$ cat src/sv/ffha_pkg.sv
// ----------------------------------------------------------------------------
// ffha_pkg: shared definitions for the first-fit heap allocator
// Sizes, block record layout, status codes and controller/datapath structs.
// ----------------------------------------------------------------------------
package ffha_pkg;

  localparam int HEAP_BYTES   = 67108864;
  localparam int HEADER_BYTES = 12;
  localparam int MAX_BLOCKS   = 256;
  localparam int ALIGN_BYTES  = 8;

  localparam int OFS_W  = 27;
  localparam int WANT_W = OFS_W + 1;
  localparam int IDX_W  = $clog2(MAX_BLOCKS);
  localparam int LINK_W = IDX_W + 1;

  localparam logic [LINK_W-1:0] END_MARK = LINK_W'(MAX_BLOCKS);

  localparam logic ACT_ALLOC = 1'b0;
  localparam logic ACT_FREE  = 1'b1;

  localparam logic [1:0] ST_OK      = 2'd0;
  localparam logic [1:0] ST_NO_FIT  = 2'd1;
  localparam logic [1:0] ST_UNKNOWN = 2'd2;
  localparam logic [1:0] ST_FULL    = 2'd3;

  typedef struct packed {
    logic [OFS_W-1:0]  start;
    logic [OFS_W-1:0]  len;
    logic              is_free;
    logic [LINK_W-1:0] link;
  } rec_t;

  localparam rec_t RESET_REC = '{
    start:   '0,
    len:     OFS_W'(HEAP_BYTES - HEADER_BYTES),
    is_free: 1'b1,
    link:    END_MARK
  };

  // controller to datapath
  typedef struct packed {
    logic start;     // item accepted, latch request and read entry 0
    logic step;      // follow the link to the next block
    logic commit;    // matching block found, update table and result
    logic miss;      // walk ended without a match
    logic write_new; // write the split-off block
    logic load_out;  // move result into the output register
  } cmd_t;

  // datapath to controller
  typedef struct packed {
    logic hit;
    logic stop;
    logic split;
  } sts_t;

endpackage

$ cat src/sv/ffha_ctrl.sv
// ----------------------------------------------------------------------------
// ffha_ctrl: allocator sequencer
// Accepts an item, steps the block walk, sequences write-back and hands the
// result to the output register.
// ----------------------------------------------------------------------------
module ffha_ctrl (
  input  logic            clk,
  input  logic            rst,
  input  logic            in_valid,
  output logic            in_stall,
  input  logic            action,
  input  logic            null_free,
  output logic            out_valid,
  input  logic            out_stall,
  input  ffha_pkg::sts_t  sts,
  output ffha_pkg::cmd_t  cmd
);
  import ffha_pkg::*;

  typedef enum logic [1:0] {S_IDLE, S_WALK, S_SPLIT, S_DONE} state_t;

  state_t state;
  logic   take_in;
  logic   slot_free;

  assign in_stall  = (state != S_IDLE);
  assign take_in   = in_valid && (state == S_IDLE);
  assign slot_free = !out_valid || !out_stall;

  always_comb begin
    cmd = '0;
    case (state)
      S_IDLE: begin
        cmd.start = take_in;
      end
      S_WALK: begin
        if (sts.hit) begin
          cmd.commit = 1'b1;
        end else if (sts.stop) begin
          cmd.miss = 1'b1;
        end else begin
          cmd.step = 1'b1;
        end
      end
      S_SPLIT: begin
        cmd.write_new = 1'b1;
      end
      S_DONE: begin
        cmd.load_out = slot_free;
      end
      default: begin
        cmd = '0;
      end
    endcase
  end

  always_ff @(posedge clk) begin
    if (rst) begin
      state     <= S_IDLE;
      out_valid <= 1'b0;
    end else begin
      if (cmd.load_out) begin
        out_valid <= 1'b1;
      end else if (!out_stall) begin
        out_valid <= 1'b0;
      end
      case (state)
        S_IDLE: begin
          if (take_in) begin
            // null free needs no walk
            state <= (action == ACT_FREE && null_free) ? S_DONE : S_WALK;
          end
        end
        S_WALK: begin
          if (sts.hit) begin
            state <= sts.split ? S_SPLIT : S_DONE;
          end else if (sts.stop) begin
            state <= S_DONE;
          end
        end
        S_SPLIT: begin
          state <= S_DONE;
        end
        S_DONE: begin
          if (slot_free) begin
            state <= S_IDLE;
          end
        end
        default: begin
          state <= S_IDLE;
        end
      endcase
    end
  end

endmodule

$ cat config.mk
export PLATFORM = sky130hd
export DESIGN_NAME = ffha_ctrl
export DESIGN_NICKNAME = d
export VERILOG_FILES = /design/src/sv/ffha_pkg.sv /design/src/sv/ffha_ctrl.sv
export SDC_FILE = /design/constraint.sdc
export NUM_CORES = 1
export LEC_CHECK = 0
export BUFFER_PORTS_ARGS = -buffer_cell sky130_fd_sc_hd__buf_2
export CORE_AREA = 3 3 40 42
export CTS_CLUSTER_DIAMETER = 150
export DETAILED_ROUTE_END_ITERATION = 6
export DIE_AREA = 0 0 43 45
export PLACE_DENSITY = 0.55
export SETUP_SLACK_MARGIN = 0.15
export SLEW_MARGIN = 20
export SYNTH_ARGS = -nofsm -noshare
export SYNTH_HDL_FRONTEND = slang
export SYNTH_SLANG_ARGS = --single-unit
$ cat constraint.sdc
create_clock -name clk -period 3.15 [get_ports clk]
set_input_delay 0.1575 -clock clk [delete_from_list [all_inputs] [get_ports clk]]
set_output_delay 0.1575 -clock clk [all_outputs]
set_load 0.01 [all_outputs]
## Word level (Yosys, flattened, before mapping)

Cells that the tools add are included.
Widths: inputs -> output; s select.

- $lt $le $gt $ge: 0
- Reductions and logical operators: 8
- Mux-type cells: 18
- Shift-type cells: 0
- Divide/modulo/power cells: 0
- Equality and inequality tests: 7
- Add/sub/neg operators: 0
- Multipliers: 0
- Bitwise logic cells: 0

Operators by type and width:

| operator | number |
|---|---|
| $mux 1 | 11 |
| $mux 2 | 5 |
| $pmux 2 s4 | 1 |
| $eq 2x2->1 const B | 2 |
| $ne 2x2->1 const B | 2 |
| $mux 3 | 1 |
| $ne 3x3->1 const B | 1 |
| $reduce_and 3->1 | 1 |
| $eq 2x1->1 const B | 1 |
| $logic_and 1x1->1 | 2 |
| $logic_not 1->1 | 2 |
| $logic_not 2->1 | 1 |
| $ne 2x1->1 const B | 1 |
| $reduce_bool 2->1 | 1 |
| $logic_or 1x1->1 | 1 |

- Register bits after elaboration: 3
- Memories kept: 0
- RAM bits: 0
- Memory bits (read-only): 0
- Bits in latches: 0
- Input bits: 9

## Longest topological paths before layout

- Word-level depth: 4
- Gate-level depth with buffers: 5

## Worst setup path after synthesis

OpenSTA, ideal clock, no wires.

- Path type: register to register
- Start point: register state[1]
- End point: register state[1]
- Arrival time: 1390 ps
- Setup time: 123 ps
- Path slack: 1636 ps
- Path buffers: 0
- Cell stages (with the launch flop): 6
- Data required time: 3027 ps
- Cells stage by stage: dfxtp_1 > inv_1 > ha_1 > nor3b_4 > a311oi_2 > mux2_1

- Longest elaborated chain between the ends: 4
- Elaborated cells on any way between the ends: 10

RTL lines:

| item | RTL line | RTL |
|---|---|---|
| start: declaration | ffha_ctrl.sv:22 | `state_t state;` |
| start signal: assignment | ffha_ctrl.sv:71 | `state <= (action == ACT_FREE && null_free) ? S_DONE : S_WALK;` |
| start signal: assignment | ffha_ctrl.sv:76 | `state <= sts.split ? S_SPLIT : S_DONE;` |
| $logic_not 2->1 | ffha_ctrl.sv:27, ffha_ctrl.sv:67 |  |
| $logic_and 1x1->1 | ffha_ctrl.sv:27 | `assign take_in = in_valid && (state == S_IDLE);` |
| $ne 2x2->1 (no source line) | -- |  |
| $reduce_and 3->1 (no source line) | -- |  |

Parallel ways exist; a longest one is shown, timed or not.
A chain may end at the register's enable or synchronous reset.

## Final worst setup path

Ends and elaborated chain as after synthesis.

==> results.json <==
{
  "syn_inst": 31,
  "routedWlPerCell_um": 9.167,
  "cp_cell_sequence": "inv_1 -> ha_1 -> nor3b_4 -> a311oi_2 -> mux2_1",
  "power_leakage_nw": 0.2225,
  "timing.critical_path.required_ns": 3.26,
  "layout_commonest_cell": "buf_2",
  "vias": 277,
  "cts_tree": "done",
  "grt_pass1_wl_um": 986,
  "hold_path_class": "in2reg",
  "cpLargestDelayFamily": "flip-flops",
  "first_iter_violations": 0,
  "worst-setup-path-type": "reg2reg",
  "wl_um": 605,
  "drive_gt1_share_pct": 43.14,
  "ys_types": 17,
  "layout_common_cells": "buf_2, ha_1, inv_1",
  "status": "finished clean",
  "period_share_pct": 51.81,
  "clock_latency_ns": 0.23,
  "worst_hold_slack_ns": 0.1644,
  "critPathLaunchType": "flip-flop",
  "ys_ff_latch": 3,
  "final.setup_skew_ns": 0.003006,
  "cts_sinks": 3,
  "seq_area_frac_synth_pct": 20.96,
  "track_usage_pct": 6.650,
  "gp_congestion": 0.6534,
  "gr-total-overflow": 0,
  "port_buffers": 16,
  "crit_arrival_ns": 1.75,
  "netlist_area_um2": 286.5,
  "rsz0062_at_grt": "false",
  "die_area_um2": 1935,
  "crit_buf_inv": 1,
  "finalHoldViolCount": 0,
  "firstDrtPassIters": 1,
  "slowest_stage": "dfxtp_1",
  "numCtsBuffers": 3,
  "cts_root_buffer": "clkbuf_4",
  "first_global_vias": 256,
  "fp-row-count": 13,
  "tightest_slew_ns": 0.2812,
  "antenna_left": 0,
  "die_x_um": 43,
  "max_freq_mhz": 612.7,
  "vdd_drop_max_v": 0.0001627,
  "drc": 0,
  "p_per_area_nw_per_um2": 755.6,
  "nNetsFinal": 66,
  "cts_setup_buffers": 0,
  "antenna_found_initial": 0,
  "area_growth_pct": 43.67,
  "cts_resized": 0,
  "drv_cap": 0,
  "tns_ns": 0,
  "drv_slew": 0,
  "grt_max_degree": 6,
  "htreeDepth": 1,
  "relSlewSlack_pct": 81.25,
  "antenna_cells": 0,
  "initial_utilization_pct": 22.30,
  "critPathCaptureType": "flip-flop",
  "worst-path-max-fanout": 4,
  "yosysWarnings": 0,
  "coreArea_um2": 1285,
  "postSynthAreaPerCell_um2": 9.243,
  "die_h_um": 45,
  "syn_nets": 45,
  "period_minus_slack_ns": 1.632,
  "io_pins": 17,
  "max-clock-path-buffers": 2,
  "setup-violations-final": 0,
  "cts_hold_buffers": 0,
  "hpwlAfterDp_um": 534.4,
  "via_per_inst": 4.197,
  "cp_slowest_stage_delay_ns": 0.37,
  "utilization_pct": 32.04,
  "clkTransAtPathRegs_ns": 0.04
}
cell type report:
type	count	area, um^2
flip-flops and latches	3	60.06
fillers	147	873.3
multi-input cells	24	211.5
repair buffers	16	80.08
inverters	4	15.01
clock buffers	4	26.28
well taps	15	18.77
where the power goes:
group	total [mW]	internal (mW)	switching (mW)
Combinational	0.183	0.0933	0.0898
Clock	0.0665	0.0474	0.0191
Sequential	0.0614	0.0506	0.0108
Total	0.311	0.191	0.120
metrics by stage:
| step | total power, mW | instance area, um^2 | cells | setup slack, ns |
|---|---|---|---|---|
| after floorplan | 0.1927 | 286.5 | 31 | 1.636 |
| after global placement | 0.2481 | 385.4 | 62 | 1.557 |
| after detailed placement | 0.2480 | 385.4 | 62 | 1.516 |
| after CTS | 0.3174 | 411.6 | 66 | 1.510 |
| after global routing | 0.3460 | 411.6 | 66 | 1.419 |
| final | 0.3110 | 411.6 | 66 | 1.518 |
routing by layer:
metal	track usage [%]	share of wire, %	wire length [um]	vias to the layer above
met1	7.914	44	269	117
met3	0.3984	10	61	0
met5	0	0	0	-
met2	11.08	45	274	13
li1	-	-	-	147
met4	5.422	0	0	0
sequential cells by signal, indices dropped and copies added (netlist names):
register	count
out_valid	1
state	2
kinds of logic (layout without fill, tap and decap cells):
group                      Yosys count  in the layout  synth area share [%]
and+or+nand+nor                     10             10                 24.46
buffers and inverters                4             24                 5.239
DFF                                  3              3                 20.96
adders and majority gates            5              5                 21.83
muxes                                1              1                 3.930
AOI/OAI and AO/OA                    8              8                 23.58
path summary, 6_finish.rpt:
kind | cells past startpoint | start | endpoint | slack (ns)
hold / removal | 2 | rst | out_valid | 0.16
setup / recovery | 5 | state[1] | state[1] | 1.52
setup reg to reg | 5 | state[1] | state[1] | 1.52
hold reg to reg | 2 | out_valid | out_valid | 0.56
synth_stat cells:
cell type / number / area (um^2)
nand3_1: 1 / 5.000
a311oi_2: 1 / 15.01
a21boi_1: 2 / 15.01
dfxtp_1: 3 / 60.06
and2_1: 2 / 12.51
a21oi_1: 2 / 10.01
nor2_1: 3 / 11.26
a21o_1: 1 / 7.510
a311o_1: 1 / 10.01
nor2b_1: 1 / 6.260
inv_1: 4 / 15.01
ha_1: 5 / 62.56
nand2b_1: 1 / 6.260
nor3b_4: 1 / 18.77
and3b_2: 1 / 10.01
a32o_1: 1 / 10.01
mux2_1: 1 / 11.26
worst register-to-register path: cells and delay by family, from the launching register on:
family	cells	cell delay, ns
muxes	1	0.34
DFF	1	0.37
adders and majority gates	1	0.23
buffers and inverters	1	0.11
AOI/OAI and AO/OA	1	0.30
and+or+nand+nor	1	0.17
Power figures use the tool's default switching activity.
